<file path="src/hw/rtl/sitrt_pkg.sv">
// Shared types, constants and helpers for the signed integer to radix text block.
// No dependencies; every other file refers to this package by scoped names.
package sitrt_pkg;

   localparam int WORD_BITS  = 32;
   localparam int RADIX_W    = 6;
   localparam int CHAR_W     = 8;
   localparam int DIV_STEP   = 8;
   localparam int DIV_CYCLES = (WORD_BITS + DIV_STEP - 1) / DIV_STEP;
   localparam int DIV_W      = DIV_CYCLES * DIV_STEP;
   localparam int DCNT_W     = (DIV_CYCLES > 1) ? $clog2(DIV_CYCLES) : 1;
   localparam int CNT_W      = $clog2(WORD_BITS + 1);
   localparam int ADDR_W     = $clog2(WORD_BITS);

   localparam logic [RADIX_W-1:0] RADIX_MIN = RADIX_W'(2);
   localparam logic [RADIX_W-1:0] RADIX_MAX = RADIX_W'(36);
   localparam logic [RADIX_W-1:0] DIGIT_MAX = RADIX_W'(9);
   localparam logic [CHAR_W-1:0]  CHAR_ZERO  = 8'h30;
   localparam logic [CHAR_W-1:0]  CHAR_A     = 8'h61;
   localparam logic [CHAR_W-1:0]  CHAR_MINUS = 8'h2d;
   localparam logic [CHAR_W-1:0]  CHAR_NINE  = 8'h39;
   localparam logic [CHAR_W-1:0]  CHAR_Z     = 8'h7a;

   typedef struct packed {
      logic signed [WORD_BITS-1:0] value;
      logic [RADIX_W-1:0]          radix;
   } req_type;

   typedef struct packed {
      logic [CHAR_W-1:0] character;
      logic              last;
   } rsp_type;

   typedef struct packed {
      logic [WORD_BITS-1:0] mag;
      logic                 neg;
      logic [RADIX_W-1:0]   radix;
   } job_type;

   function automatic logic [CHAR_W-1:0] digit_char(input logic [RADIX_W-1:0] d);
      logic [CHAR_W-1:0] wide;
      wide = CHAR_W'(d);
      if (d > DIGIT_MAX) begin
         return CHAR_A + wide - CHAR_W'(10);
      end
      return CHAR_ZERO + wide;
   endfunction

endpackage

</file>
<file path="src/hw/rtl/signed_integer_to_radix_text.sv">
// Top level of the signed integer to radix text converter.
// Depends on sitrt_pkg, sitrt_front, sitrt_job_queue and sitrt_back.
// Usage:
//   Input queue side: drive req_data (value, radix) and raise push; the item
//   is taken at a clock edge where push is high and full is low.
//   Result queue side: while empty is low, rsp_data holds the oldest waiting
//   character and its last flag; raise pop to take it.
//   Each item yields its text most significant character first, a leading
//   '-' for negative values, last set on the final character.
// Timing:
//   The front classifies in the accept cycle and parks the job in a
//   two-entry queue, so up to two items are taken while the back is busy.
//   The back divides 8 quotient bits per cycle and runs one full division
//   per digit, so the digit loop limits throughput.
//   Characters leave one per cycle while pop stays high.
// Reset and stalls:
//   Synchronous reset empties both queues and returns the back to idle; when
//   pop stays low the result queue fills, emission holds and full rises.
module signed_integer_to_radix_text (
   input  logic               clock,
   input  logic               reset,
   input  sitrt_pkg::req_type req_data,
   input  logic               push,
   output logic               full,
   output sitrt_pkg::rsp_type rsp_data,
   output logic               empty,
   input  logic               pop
);

   sitrt_pkg::job_type front_job;
   sitrt_pkg::job_type queued_job;
   logic               job_empty;
   logic               job_pop;

   // classify the incoming item: clamp the base, split sign and magnitude
   sitrt_front u_front (
      .req (req_data),
      .job (front_job)
   );

   // decouple accept from conversion
   sitrt_job_queue u_job_queue (
      .clock     (clock),
      .reset     (reset),
      .push_en   (push),
      .push_data (front_job),
      .is_full   (full),
      .pop_en    (job_pop),
      .pop_data  (queued_job),
      .is_empty  (job_empty)
   );

   // divide into digits, reverse and emit characters
   sitrt_back u_back (
      .clock     (clock),
      .reset     (reset),
      .job_empty (job_empty),
      .job       (queued_job),
      .job_pop   (job_pop),
      .rsp_pop   (pop),
      .rsp       (rsp_data),
      .rsp_empty (empty)
   );

   // back must never take a job from an empty queue
   a_pop_nonempty : assert property (@(posedge clock) disable iff (reset)
      job_pop |-> !job_empty)
      else $error("job taken from empty queue");

   // every shown character is a sign, a decimal digit or a lower-case letter
   a_char_range : assert property (@(posedge clock) disable iff (reset)
      !empty |-> (rsp_data.character == sitrt_pkg::CHAR_MINUS ||
                  (rsp_data.character >= sitrt_pkg::CHAR_ZERO &&
                   rsp_data.character <= sitrt_pkg::CHAR_NINE) ||
                  (rsp_data.character >= sitrt_pkg::CHAR_A &&
                   rsp_data.character <= sitrt_pkg::CHAR_Z)))
      else $error("character out of range");

   // a minus sign is never the final character of a text
   a_sign_not_last : assert property (@(posedge clock) disable iff (reset)
      (!empty && rsp_data.character == sitrt_pkg::CHAR_MINUS) |-> !rsp_data.last)
      else $error("sign marked last");

endmodule

</file>
<file path="src/hw/rtl/sitrt_front.sv">
// Front end: clamps the base and splits the value into sign and magnitude.
// Depends on sitrt_pkg.
module sitrt_front (
   input  sitrt_pkg::req_type req,
   output sitrt_pkg::job_type job
);

   logic                            neg;
   logic [sitrt_pkg::WORD_BITS-1:0] raw;

   assign raw = req.value;
   assign neg = raw[sitrt_pkg::WORD_BITS-1];

   always_comb begin
      job.neg = neg;
      // two's complement negate; the most negative value maps onto itself as unsigned
      job.mag = neg ? (~raw + sitrt_pkg::WORD_BITS'(1)) : raw;
      priority if (req.radix < sitrt_pkg::RADIX_MIN) begin
         job.radix = sitrt_pkg::RADIX_MIN;
      end else if (req.radix > sitrt_pkg::RADIX_MAX) begin
         job.radix = sitrt_pkg::RADIX_MAX;
      end else begin
         job.radix = req.radix;
      end
   end

endmodule

</file>
<file path="src/hw/rtl/sitrt_job_queue.sv">
// Two-entry queue of classified jobs between the front and back ends.
// Depends on sitrt_pkg.
module sitrt_job_queue (
   input  logic              clock,
   input  logic              reset,
   input  logic              push_en,
   input  sitrt_pkg::job_type push_data,
   output logic              is_full,
   input  logic              pop_en,
   output sitrt_pkg::job_type pop_data,
   output logic              is_empty
);

   sitrt_pkg::job_type entry_ff [0:1];
   logic               wr_ff;
   logic               rd_ff;
   logic [1:0]         cnt_ff;
   logic               do_push;
   logic               do_pop;

   assign is_full  = (cnt_ff == 2'd2);
   assign is_empty = (cnt_ff == 2'd0);
   assign do_push  = push_en && !is_full;
   assign do_pop   = pop_en && !is_empty;
   assign pop_data = entry_ff[rd_ff];

   always_ff @(posedge clock) begin
      if (reset) begin
         wr_ff  <= 1'b0;
         rd_ff  <= 1'b0;
         cnt_ff <= 2'd0;
      end else begin
         if (do_push) begin
            wr_ff <= !wr_ff;
         end
         if (do_pop) begin
            rd_ff <= !rd_ff;
         end
         cnt_ff <= cnt_ff + {1'b0, do_push} - {1'b0, do_pop};
      end
   end

   always_ff @(posedge clock) begin
      if (do_push) begin
         entry_ff[wr_ff] <= push_data;
      end
   end

endmodule

</file>
<file path="src/hw/rtl/sitrt_back.sv">
// Back end: digit divider, digit scratch memory, character emitter and result queue.
// Depends on sitrt_pkg.
module sitrt_back (
   input  logic              clock,
   input  logic              reset,
   input  logic              job_empty,
   input  sitrt_pkg::job_type job,
   output logic              job_pop,
   input  logic              rsp_pop,
   output sitrt_pkg::rsp_type rsp,
   output logic              rsp_empty
);

   typedef enum logic [1:0] {ST_IDLE, ST_DIVIDE, ST_EMIT} state_type;

   state_type                        state_ff;
   logic [sitrt_pkg::DIV_W-1:0]      quo_ff;
   logic [sitrt_pkg::RADIX_W-1:0]    rem_ff;
   logic [sitrt_pkg::RADIX_W-1:0]    radix_ff;
   logic [sitrt_pkg::DCNT_W-1:0]     dcyc_ff;
   logic [sitrt_pkg::CNT_W-1:0]      ndig_ff;
   logic                             neg_ff;
   logic                             em_sign_ff;
   logic [sitrt_pkg::CNT_W-1:0]      em_left_ff;
   logic                             issue_ff;
   logic                             issue_sign_ff;
   logic                             issue_last_ff;

   logic [sitrt_pkg::RADIX_W-1:0]    digit_ram_ff [0:sitrt_pkg::WORD_BITS-1];
   logic [sitrt_pkg::RADIX_W-1:0]    rd_data_ff;

   sitrt_pkg::rsp_type               oq_ff [0:1];
   logic                             oq_wr_ff;
   logic                             oq_rd_ff;
   logic [1:0]                       oq_cnt_ff;

   logic [sitrt_pkg::DIV_W-1:0]      quo_in;
   logic [sitrt_pkg::RADIX_W-1:0]    rem_in;
   logic                             last_step;
   logic                             div_done;
   logic                             wr_en;
   logic                             rd_en;
   logic [sitrt_pkg::CNT_W-1:0]      em_left_m1;
   logic                             oq_deq;
   logic [2:0]                       occ;
   logic                             issue_ok;
   sitrt_pkg::rsp_type               oq_push_data;

   // DIV_STEP restoring steps per cycle; remainder stays below the base
   always_comb begin
      logic [sitrt_pkg::RADIX_W:0]   t;
      logic [sitrt_pkg::RADIX_W-1:0] r;
      logic [sitrt_pkg::DIV_W-1:0]   q;
      r = rem_ff;
      q = quo_ff;
      for (int i = 0; i < sitrt_pkg::DIV_STEP; i++) begin
         t = {r, q[sitrt_pkg::DIV_W-1]};
         q = {q[sitrt_pkg::DIV_W-2:0], 1'b0};
         if (t >= {1'b0, radix_ff}) begin
            t    = t - {1'b0, radix_ff};
            q[0] = 1'b1;
         end
         r = t[sitrt_pkg::RADIX_W-1:0];
      end
      quo_in = q;
      rem_in = r;
   end

   assign last_step = (dcyc_ff == sitrt_pkg::DCNT_W'(sitrt_pkg::DIV_CYCLES - 1));
   assign div_done  = (quo_in == '0) || (ndig_ff == sitrt_pkg::CNT_W'(sitrt_pkg::WORD_BITS - 1));
   assign wr_en     = (state_ff == ST_DIVIDE) && last_step;
   assign job_pop   = (state_ff == ST_IDLE) && !job_empty;

   assign oq_deq    = rsp_pop && (oq_cnt_ff != 2'd0);
   assign occ       = {1'b0, oq_cnt_ff} + {2'b0, issue_ff} - {2'b0, oq_deq};
   assign issue_ok  = (occ < 3'd2);
   assign em_left_m1 = em_left_ff - sitrt_pkg::CNT_W'(1);
   assign rd_en     = (state_ff == ST_EMIT) && issue_ok && !em_sign_ff;

   always_ff @(posedge clock) begin
      if (reset) begin
         state_ff      <= ST_IDLE;
         issue_ff      <= 1'b0;
         issue_sign_ff <= 1'b0;
         issue_last_ff <= 1'b0;
         em_sign_ff    <= 1'b0;
         em_left_ff    <= '0;
         dcyc_ff       <= '0;
         ndig_ff       <= '0;
      end else begin
         issue_ff <= (state_ff == ST_EMIT) && issue_ok;
         unique case (state_ff)
            ST_IDLE: begin
               if (!job_empty) begin
                  quo_ff   <= sitrt_pkg::DIV_W'(job.mag);
                  rem_ff   <= '0;
                  radix_ff <= job.radix;
                  neg_ff   <= job.neg;
                  dcyc_ff  <= '0;
                  ndig_ff  <= '0;
                  state_ff <= ST_DIVIDE;
               end
            end
            ST_DIVIDE: begin
               quo_ff <= quo_in;
               if (last_step) begin
                  rem_ff  <= '0;
                  dcyc_ff <= '0;
                  ndig_ff <= ndig_ff + sitrt_pkg::CNT_W'(1);
                  if (div_done) begin
                     em_left_ff <= ndig_ff + sitrt_pkg::CNT_W'(1);
                     em_sign_ff <= neg_ff;
                     state_ff   <= ST_EMIT;
                  end
               end else begin
                  rem_ff  <= rem_in;
                  dcyc_ff <= dcyc_ff + sitrt_pkg::DCNT_W'(1);
               end
            end
            ST_EMIT: begin
               if (issue_ok) begin
                  if (em_sign_ff) begin
                     // sign leads; at least one digit always follows
                     em_sign_ff    <= 1'b0;
                     issue_sign_ff <= 1'b1;
                     issue_last_ff <= 1'b0;
                  end else begin
                     issue_sign_ff <= 1'b0;
                     issue_last_ff <= (em_left_ff == sitrt_pkg::CNT_W'(1));
                     em_left_ff    <= em_left_m1;
                     if (em_left_ff == sitrt_pkg::CNT_W'(1)) begin
                        state_ff <= ST_IDLE;
                     end
                  end
               end
            end
            default: begin
               state_ff <= ST_IDLE;
            end
         endcase
      end
   end

   // digit scratch: written least significant first, read back in reverse
   always_ff @(posedge clock) begin
      if (wr_en) begin
         digit_ram_ff[ndig_ff[sitrt_pkg::ADDR_W-1:0]] <= rem_in;
      end
      if (rd_en) begin
         rd_data_ff <= digit_ram_ff[em_left_m1[sitrt_pkg::ADDR_W-1:0]];
      end
   end

   always_comb begin
      oq_push_data.character = issue_sign_ff ? sitrt_pkg::CHAR_MINUS
                                             : sitrt_pkg::digit_char(rd_data_ff);
      oq_push_data.last      = issue_last_ff;
   end

   always_ff @(posedge clock) begin
      if (reset) begin
         oq_wr_ff  <= 1'b0;
         oq_rd_ff  <= 1'b0;
         oq_cnt_ff <= 2'd0;
      end else begin
         if (issue_ff) begin
            oq_wr_ff <= !oq_wr_ff;
         end
         if (oq_deq) begin
            oq_rd_ff <= !oq_rd_ff;
         end
         oq_cnt_ff <= oq_cnt_ff + {1'b0, issue_ff} - {1'b0, oq_deq};
      end
   end

   always_ff @(posedge clock) begin
      if (issue_ff) begin
         oq_ff[oq_wr_ff] <= oq_push_data;
      end
   end

   assign rsp       = oq_ff[oq_rd_ff];
   assign rsp_empty = (oq_cnt_ff == 2'd0);

endmodule

</file>
<file path="config.mk">
export PLATFORM = sky130hd
export DESIGN_NAME = signed_integer_to_radix_text
export DESIGN_NICKNAME = d
export VERILOG_FILES = /design/src/hw/rtl/sitrt_pkg.sv /design/src/hw/rtl/signed_integer_to_radix_text.sv /design/src/hw/rtl/sitrt_front.sv /design/src/hw/rtl/sitrt_job_queue.sv /design/src/hw/rtl/sitrt_back.sv
export SDC_FILE = /design/constraint.sdc
export NUM_CORES = 1
export LEC_CHECK = 0
export ABC_AREA = 0
export BUFFER_PORTS_ARGS = -buffer_cell sky130_fd_sc_hd__buf_2
export CAP_MARGIN = 20
export CORE_MARGIN = 4
export CORE_UTILIZATION = 50
export CTS_CLUSTER_DIAMETER = 100
export DETAILED_ROUTE_END_ITERATION = 10
export HOLD_SLACK_MARGIN = 0.1
export PLACE_DENSITY = 0.65
export SLEW_MARGIN = 40
export SYNTH_ARGS = -nofsm -noshare
export SYNTH_HDL_FRONTEND = slang
export SYNTH_HIERARCHICAL = 1
export SYNTH_SLANG_ARGS = --single-unit
</file>
<file path="constraint.sdc">
create_clock -name clock -period 22.2 [get_ports clock]
set_input_delay 4.44 -clock clock [delete_from_list [all_inputs] [get_ports clock]]
set_output_delay 4.44 -clock clock [all_outputs]
set_load 0.1 [all_outputs]
</file>
# Word level (Yosys, flattened, before mapping)
# Memories as Yosys holds them, arrays and structs flattened. A register that Yosys moved wholly into a read port is not among the register bits.
# Index checks and enable logic that the tools add are counted.
[word_totals] regBits=73 latchBits=0 mem_bits_rw=288 romBits=0 input_bits=42 output_inout_bits=11 memories=3
[memory_table] name="u_back.digit_ram_ff" words=32 width=6 rd=1 rd_clocked_by_memory_dff=1 wr=1 line="sitrt_back.sv:29" rtl="logic [sitrt_pkg::RADIX_W-1:0] digit_ram_ff [0:sitrt_pkg::WORD_BITS-1];"
[memory_table] name="u_job_queue.entry_ff" words=2 width=39 rd=1 rd_clocked_by_memory_dff=1 wr=1 line="sitrt_job_queue.sv:14" rtl="sitrt_pkg::job_type entry_ff [0:1];"
[memory_table] name="u_back.oq_ff" words=2 width=9 rd=1 rd_clocked_by_memory_dff=1 wr=1 line="sitrt_back.sv:32" rtl="sitrt_pkg::rsp_type oq_ff [0:1];"
[op_classes] add_sub_neg=21 mul=0 div=0 order_cmp=12 n_eq_ne=12 shift=0 n_mux=61 bitwise_logic=3 n_reduce_logical=30
[ops] operator="2-to-1 mux 6 bit" count=17
[ops] operator="2-to-1 mux 32 bit" count=2
[ops] operator="one-hot mux 32 bit (2 select lines)" count=1
[ops] operator="greater-or-equal comparator 7 x 6 -> 1 bit" count=8
[ops] operator="subtractor 6 bit" count=8
[ops] operator="one-hot mux 6 bit (2 select lines)" count=3
[ops] operator="adder 32 x 1 -> 32 bit (second input constant)" count=1
[ops] operator="zero test 32 bit" count=1
[ops] operator="NOT 32 bit" count=1
[ops] operator="2-to-1 mux 1 bit" count=24
[ops] operator="2-to-1 mux 8 bit" count=3
[ops] operator="2-to-1 mux 2 bit" count=8
[ops] operator="AND reduction 3 bit" count=3
[ops] operator="adder 7 x 6 -> 8 bit (first input constant)" count=1
[ops] operator="subtractor 8 x 4 -> 8 bit (second input constant)" count=1
[ops] operator="adder 6 x 6 -> 7 bit (first input constant)" count=1
[ops] operator="logical AND 1 bit" count=7
[ops] operator="zero test 1 bit" count=7
[ops] operator="adder 6 x 1 -> 6 bit (second input constant)" count=1
[ops] operator="== test 2 bit (second input constant)" count=3
[ops] operator="== test 6 x 1 -> 1 bit (second input constant)" count=1
[ops] operator="== test 6 x 5 -> 1 bit (second input constant)" count=1
[ops] operator="greater-than comparator 6 x 4 -> 1 bit (second input constant)" count=1
[ops] operator="greater-than comparator 6 bit (second input constant)" count=1
[ops] operator="22 further kinds" count=34

# Longest topological paths before layout
[logic_depth] ltp_word=21 mapped_depth=81 depth_no_buf=79

# By module
# Netlist, hierarchy kept.
[by_module_without_submodules] module="sitrt_back" instances=1 cells_per_inst=1120 area_each_um2=14761.7
[by_module_without_submodules] module="sitrt_job_queue" instances=1 cells_per_inst=148 area_each_um2=3044.2
[by_module_without_submodules] module="sitrt_front" instances=1 cells_per_inst=107 area_each_um2=754.5

# Least setup slack after synthesis
# No wires, ideal clock.
[synth_timing] kind="reg2reg" from="register u_back/radix_ff[1] (netlist bit)" to="memory u_back/digit_ram_ff[0][3] (netlist bit) (data pin)" setup_time_ns=0.385 arrival_ns=16.361 required_ns=21.815 slack_ns=5.454 stages_incl_launch_ff=79 path_cell_list="edfxtp_1 -> inv_1 -> ha_1 -> nand2_1 -> o21a_1 -> o21ai_0 -> nor2_1 -> nor2_1 -> ha_1 -> a21o_1 -> a21oi_1 -> o21ai_1 -> a221oi_4 -> and2_4 -> buf_6 -> mux2_2 -> ha_1 -> o21a_1 -> (+43 left out) -> o21ai_0 -> nand2b_1 -> a211oi_1 -> o31a_1 -> nand2_2 -> mux2i_1 -> ha_1 -> a21o_1 -> a21o_1 -> a21o_1 -> a21o_1 -> a211oi_1 -> o21ai_0 -> a21oi_1 -> a22oi_2 -> or2_1 -> buf_6 -> mux2i_1"
[synth_via] elab_chain_len=16 word_cells_on_any_way=24
[synth_lines] element="start: declaration" line="sitrt_back.sv:19" rtl="logic [sitrt_pkg::RADIX_W-1:0] radix_ff;"
[synth_lines] element="start signal: assignment" line="sitrt_back.sv:97" rtl="radix_ff <= job.radix;"
[synth_lines] element="subtractor 6 bit or greater-or-equal comparator 7 x 6 -> 1 bit (tied branches)" line="sitrt_back.sv:60, sitrt_back.sv:59"
[synth_lines] element="2-to-1 mux 6 bit" line="sitrt_back.sv:59" rtl="if (t >= {1'b0, radix_ff}) begin"
[synth_lines] element="subtractor 6 bit or greater-or-equal comparator 7 x 6 -> 1 bit (tied branches)" line="sitrt_back.sv:60, sitrt_back.sv:59"
[synth_lines] element="2-to-1 mux 6 bit" line="sitrt_back.sv:59"
[synth_lines] element="subtractor 6 bit or greater-or-equal comparator 7 x 6 -> 1 bit (tied branches)" line="sitrt_back.sv:60, sitrt_back.sv:59"
[synth_lines] element="2-to-1 mux 6 bit" line="sitrt_back.sv:59"
[synth_lines] element="subtractor 6 bit or greater-or-equal comparator 7 x 6 -> 1 bit (tied branches)" line="sitrt_back.sv:60, sitrt_back.sv:59"
[synth_lines] element="2-to-1 mux 6 bit" line="sitrt_back.sv:59"
[synth_lines] element="subtractor 6 bit or greater-or-equal comparator 7 x 6 -> 1 bit (tied branches)" line="sitrt_back.sv:60, sitrt_back.sv:59"
[synth_lines] element="2-to-1 mux 6 bit" line="sitrt_back.sv:59"
[synth_lines] element="greater-or-equal comparator 7 x 6 -> 1 bit or subtractor 6 bit (tied branches)" line="sitrt_back.sv:59, sitrt_back.sv:60"
[synth_lines] element="2-to-1 mux 6 bit" line="sitrt_back.sv:59"
[synth_lines] element="subtractor 6 bit or greater-or-equal comparator 7 x 6 -> 1 bit (tied branches)" line="sitrt_back.sv:60, sitrt_back.sv:59"
[synth_lines] element="2-to-1 mux 6 bit" line="sitrt_back.sv:59"
[synth_lines] element="subtractor 6 bit or greater-or-equal comparator 7 x 6 -> 1 bit (tied branches)" line="sitrt_back.sv:60, sitrt_back.sv:59"
[synth_lines] element="2-to-1 mux 6 bit (*)" line="sitrt_back.sv:59"
[synth_lines] element="named net u_back.rem_in (one bit)" line="sitrt_back.sv:38" rtl="logic [sitrt_pkg::RADIX_W-1:0] rem_in;"
[synth_lines] element="end: declaration" line="sitrt_back.sv:29"
# Mark *: on every way through the listed nets, which the timed path passes. The rest lies on a longest branch.

# Final worst setup path
[layout_timing] from="register u_back/radix_ff[1] (netlist bit)" to="memory u_back/digit_ram_ff[6][0] (netlist bit) (data pin)"
[layout_via] elab_chain_len=16 word_cells_on_any_way=23
[layout_lines] element="subtractor 6 bit or greater-or-equal comparator 7 x 6 -> 1 bit (tied branches)" line="sitrt_back.sv:60, sitrt_back.sv:59"
[layout_lines] element="2-to-1 mux 6 bit" line="sitrt_back.sv:59"
[layout_lines] element="subtractor 6 bit or greater-or-equal comparator 7 x 6 -> 1 bit (tied branches)" line="sitrt_back.sv:60, sitrt_back.sv:59"
[layout_lines] element="2-to-1 mux 6 bit" line="sitrt_back.sv:59"
[layout_lines] element="subtractor 6 bit or greater-or-equal comparator 7 x 6 -> 1 bit (tied branches)" line="sitrt_back.sv:60, sitrt_back.sv:59"
[layout_lines] element="2-to-1 mux 6 bit" line="sitrt_back.sv:59"
[layout_lines] element="subtractor 6 bit or greater-or-equal comparator 7 x 6 -> 1 bit (tied branches)" line="sitrt_back.sv:60, sitrt_back.sv:59"
[layout_lines] element="2-to-1 mux 6 bit" line="sitrt_back.sv:59"
[layout_lines] element="subtractor 6 bit or greater-or-equal comparator 7 x 6 -> 1 bit (tied branches)" line="sitrt_back.sv:60, sitrt_back.sv:59"
[layout_lines] element="2-to-1 mux 6 bit" line="sitrt_back.sv:59"
[layout_lines] element="greater-or-equal comparator 7 x 6 -> 1 bit or subtractor 6 bit (tied branches)" line="sitrt_back.sv:59, sitrt_back.sv:60"
[layout_lines] element="2-to-1 mux 6 bit" line="sitrt_back.sv:59"
[layout_lines] element="subtractor 6 bit or greater-or-equal comparator 7 x 6 -> 1 bit (tied branches)" line="sitrt_back.sv:60, sitrt_back.sv:59"
[layout_lines] element="2-to-1 mux 6 bit" line="sitrt_back.sv:59"
[layout_lines] element="greater-or-equal comparator 7 x 6 -> 1 bit (*)" line="sitrt_back.sv:59"
[layout_lines] element="2-to-1 mux 6 bit (*)" line="sitrt_back.sv:59"
[layout_lines] element="named net u_back.rem_in (one bit)" line="sitrt_back.sv:38"
# Marks and branches as above.

==> impl_metrics.ini <==
[outcome]
outcome = completed

[die]
core_region_area_sq_mm = 0.0366
die_h_um = 201
io_pins = 53
initial_core_util_pct = 50.7
dieArea_sq_mm = 0.0403
rows = 70
die_w_um = 201

[setup_path]
crit_fanout = 32
cpMostUsedCell = o21ai_0
critPathKind = reg -> reg
startpoint = u_back/radix_ff[1]
crit_end = u_back/digit_ram_ff[6][0]
max_stage_delay_ps = 710
worst_ep_required_time_ps = 22420
arrival_ps = 19920
startpoint_type = flop
r2r_slack_ps = 2500
endpoint_kind = flop
cpMaxStageDelayCell = edfxtp_1
reg2reg_from = u_back/radix_ff[1]
reg2reg_depth = 77
reg2reg_to = u_back/digit_ram_ff[6][0]

[clock_network]
clock_latency_ps = 530
cts-buffers-inserted = 39
cts_tree = built
cts_buffer_depth = 3
clock_sinks = 369
htree_levels = 2
holdBufCountCts = 0
cts_root_buf = clkbuf_16
cts_resized = 0
clkTransAtPathRegs_ps = 60
cts_setup_buffers = 0

[final_layout]
diodes = 0
drive_gt1_share_pct = 19.5
nNetsFinal = 1548
synthToLayoutAreaGrowth_pct = 10.2

[synthesis]
synth_area_sq_mm = 0.0186
ys_top_cells_by_area = edfxtp_1, mux4_2, ha_1, mux2_2, dfxtp_1
synth_ff_type = edfxtp_1
syn_inst = 1375
synth.largest_area_cell = edfxtp_1
postSynthNetCount = 1491
synth-seq-cells = 369
yosysWarnings = 6
syn_area_per_cell_sq_um = 13.5
synth_cell_types = 87
synth_edf_count = 339
yosysSeqAreaShare_pct = 58.1
ys_async_sr_fraction_pct = 0
synth_top_area_share_pct = 54.8

[routing]
num_vias = 11400
ant_nets = 0
drc = 0
vias_per_cell = 5.90
finalWirelength_um = 40300
wire_per_inst_um = 20.9
first_pass_iters = 5
drtIter0Drc = 1031

[global_route]
antenna_found_initial = 2
first_global_vias = 11100
grt_max_degree = 50
grt.total_usage_pct = 19.8
grt_first_pass_wirelength_um = 63400
globalRouteOverflowTotal = 0

[job]
max_cap_viol_count = 0

[sta]
setup_violations = 0
slew_violations = 0
setup_tns_ps = 0
rsz0062_at_grt = false
slew_headroom_pct = 49.7
hold_viol_final = 0
finalCritPeriodShare_pct = 88.8
fmax_mhz = 50.8
timing.final.ws_setup_ps = 2500
period_minus_slack_ps = 19700
worst_pin_slew_ps = 752
hold_ws_ps = 491
skew_ps = 15.2

[min_path]
hold_class = reg -> reg

[placement]
port_buffers = 52
hpwl_um = 27600
routabilityCongestion = 0.914
place_ws_ps = 2830
[state kept, by name (all words and copies together), names as in the netlist, 2 cells and up, named ones only]
signal                flops
u_back/quo_ff            32
u_back/em_left_ff         6
u_back/oq_cnt_ff          2
u_job_queue/entry_ff     78
u_back/rd_data_ff         6
u_back/state_ff           2
u_back/dcyc_ff            2
u_job_queue/cnt_ff        2
u_back/radix_ff           6
u_back/digit_ram_ff     192
u_back/rem_ff             6
u_back/oq_ff             18
u_back/ndig_ff            6
[cells in the final DEF (no fill, tap or decap), types with 7 or more instances in the layout]
master       n
edfxtp_1   339
nand2_1    137
nor2_1     115
ha_1        64
mux2_2      63
inv_1       62
mux4_2      60
buf_2       52
o21ai_0     50
xnor2_1     50
clkbuf_16   39
a21oi_1     31
dfxtp_1     28
mux2i_1     20
nor2b_1     18
nand3_1     17
xor2_1      15
nor3_1      14
nor4_1      13
o31ai_1     13
clkbuf_1    12
nand2b_1    12
nand4_1     11
or3_1       11
a211oi_1    10
a21boi_0    10
a21o_1       9
o21a_1       9
fa_1         9
clkinv_1     8
buf_4        8
o21ai_1      7
and3_1       7
a22oi_1      7
[through the flow]
| step | cell area [sq um] | util (%) | instances |
|---|---|---|---|
| after floorplan | 18600 | - | 1375 |
| after global placement | 19300 | 52.7 | 1857 |
| after detailed placement | 19300 | 52.8 | 1859 |
| after CTS | 20400 | 55.8 | 1927 |
| after global routing | 20500 | 55.9 | 1927 |
| final | 20500 | 55.9 | 1927 |
[critical path: cells and delay by family, from the launching register on]
family	cells	cell delay [ps]
multiplexers	3	1130
flip-flops	1	710
adder cells (fa/ha/maj)	8	2430
buffers and inverters	3	630
AND/OR/NAND/NOR	19	3430
AO/OA/AOI/OAI	44	11030
[synth_stat cells (29+ instances only)]
cell type  number
edfxtp_1      339
dfxtp_1        30
o21ai_0        50
mux2_2         63
ha_1           65
nand2_1       137
mux4_2         60
inv_1          62
xnor2_1        52
a21oi_1        32
clkbuf_1       29
nor2_1        117
[area by class of cell]
| cell class | instances | area [sq um] |
|---|---|---|
| Clock inverter | 17 | 88.8 |
| Inverter | 64 | 240 |
| Tap cell | 468 | 586 |
| Sequential cell | 369 | 10800 |
| Timing Repair Buffer | 62 | 350 |
| Fill cell | 2969 | 16200 |
| Clock buffer | 51 | 1020 |
| Multi-Input combinational cell | 896 | 7380 |
[per-layer routing]
| metal | wire length, um | track usage, % |
|---|---|---|
| met1 | 18500 | 30.0 |
| met2 | 18000 | 30.1 |
| met3 | 2920 | 3.44 |
| met4 | 854 | 4.97 |
| met5 | 7 | 0 |
[worst min path at each step]
stage / startpoint / cells after the start / end
floorplan: u_back/issue_last_ff / 0 / u_back/oq_ff[0][0]
detailed placement: u_back/issue_last_ff / 0 / u_back/oq_ff[1][0]
finish: u_back/issue_last_ff / 0 / u_back/oq_ff[0][0]
global placement: u_back/issue_last_ff / 0 / u_back/oq_ff[0][0]
global route: u_back/issue_last_ff / 0 / u_back/oq_ff[1][0]
CTS: u_back/issue_last_ff / 0 / u_back/oq_ff[1][0]
[logic make-up (layout without fill, tap and decap cells)]
| logic type | Yosys count | in the layout | share of synthesized area, % |
|---|---|---|---|
| adders and majority gates | 75 | 75 | 5.41 |
| and+or+nand+nor | 394 | 394 | 10.1 |
| AOI/OAI and AO/OA | 210 | 210 | 8.04 |
| buffers and inverters | 110 | 194 | 2.51 |
| xor gates and xnor gates | 68 | 68 | 3.21 |
| muxes | 149 | 149 | 12.7 |
| DFF | 369 | 369 | 58.1 |
Power is not shown: default switching activity piles up to over one toggle a cycle in this logic, so the estimate is an artifact.
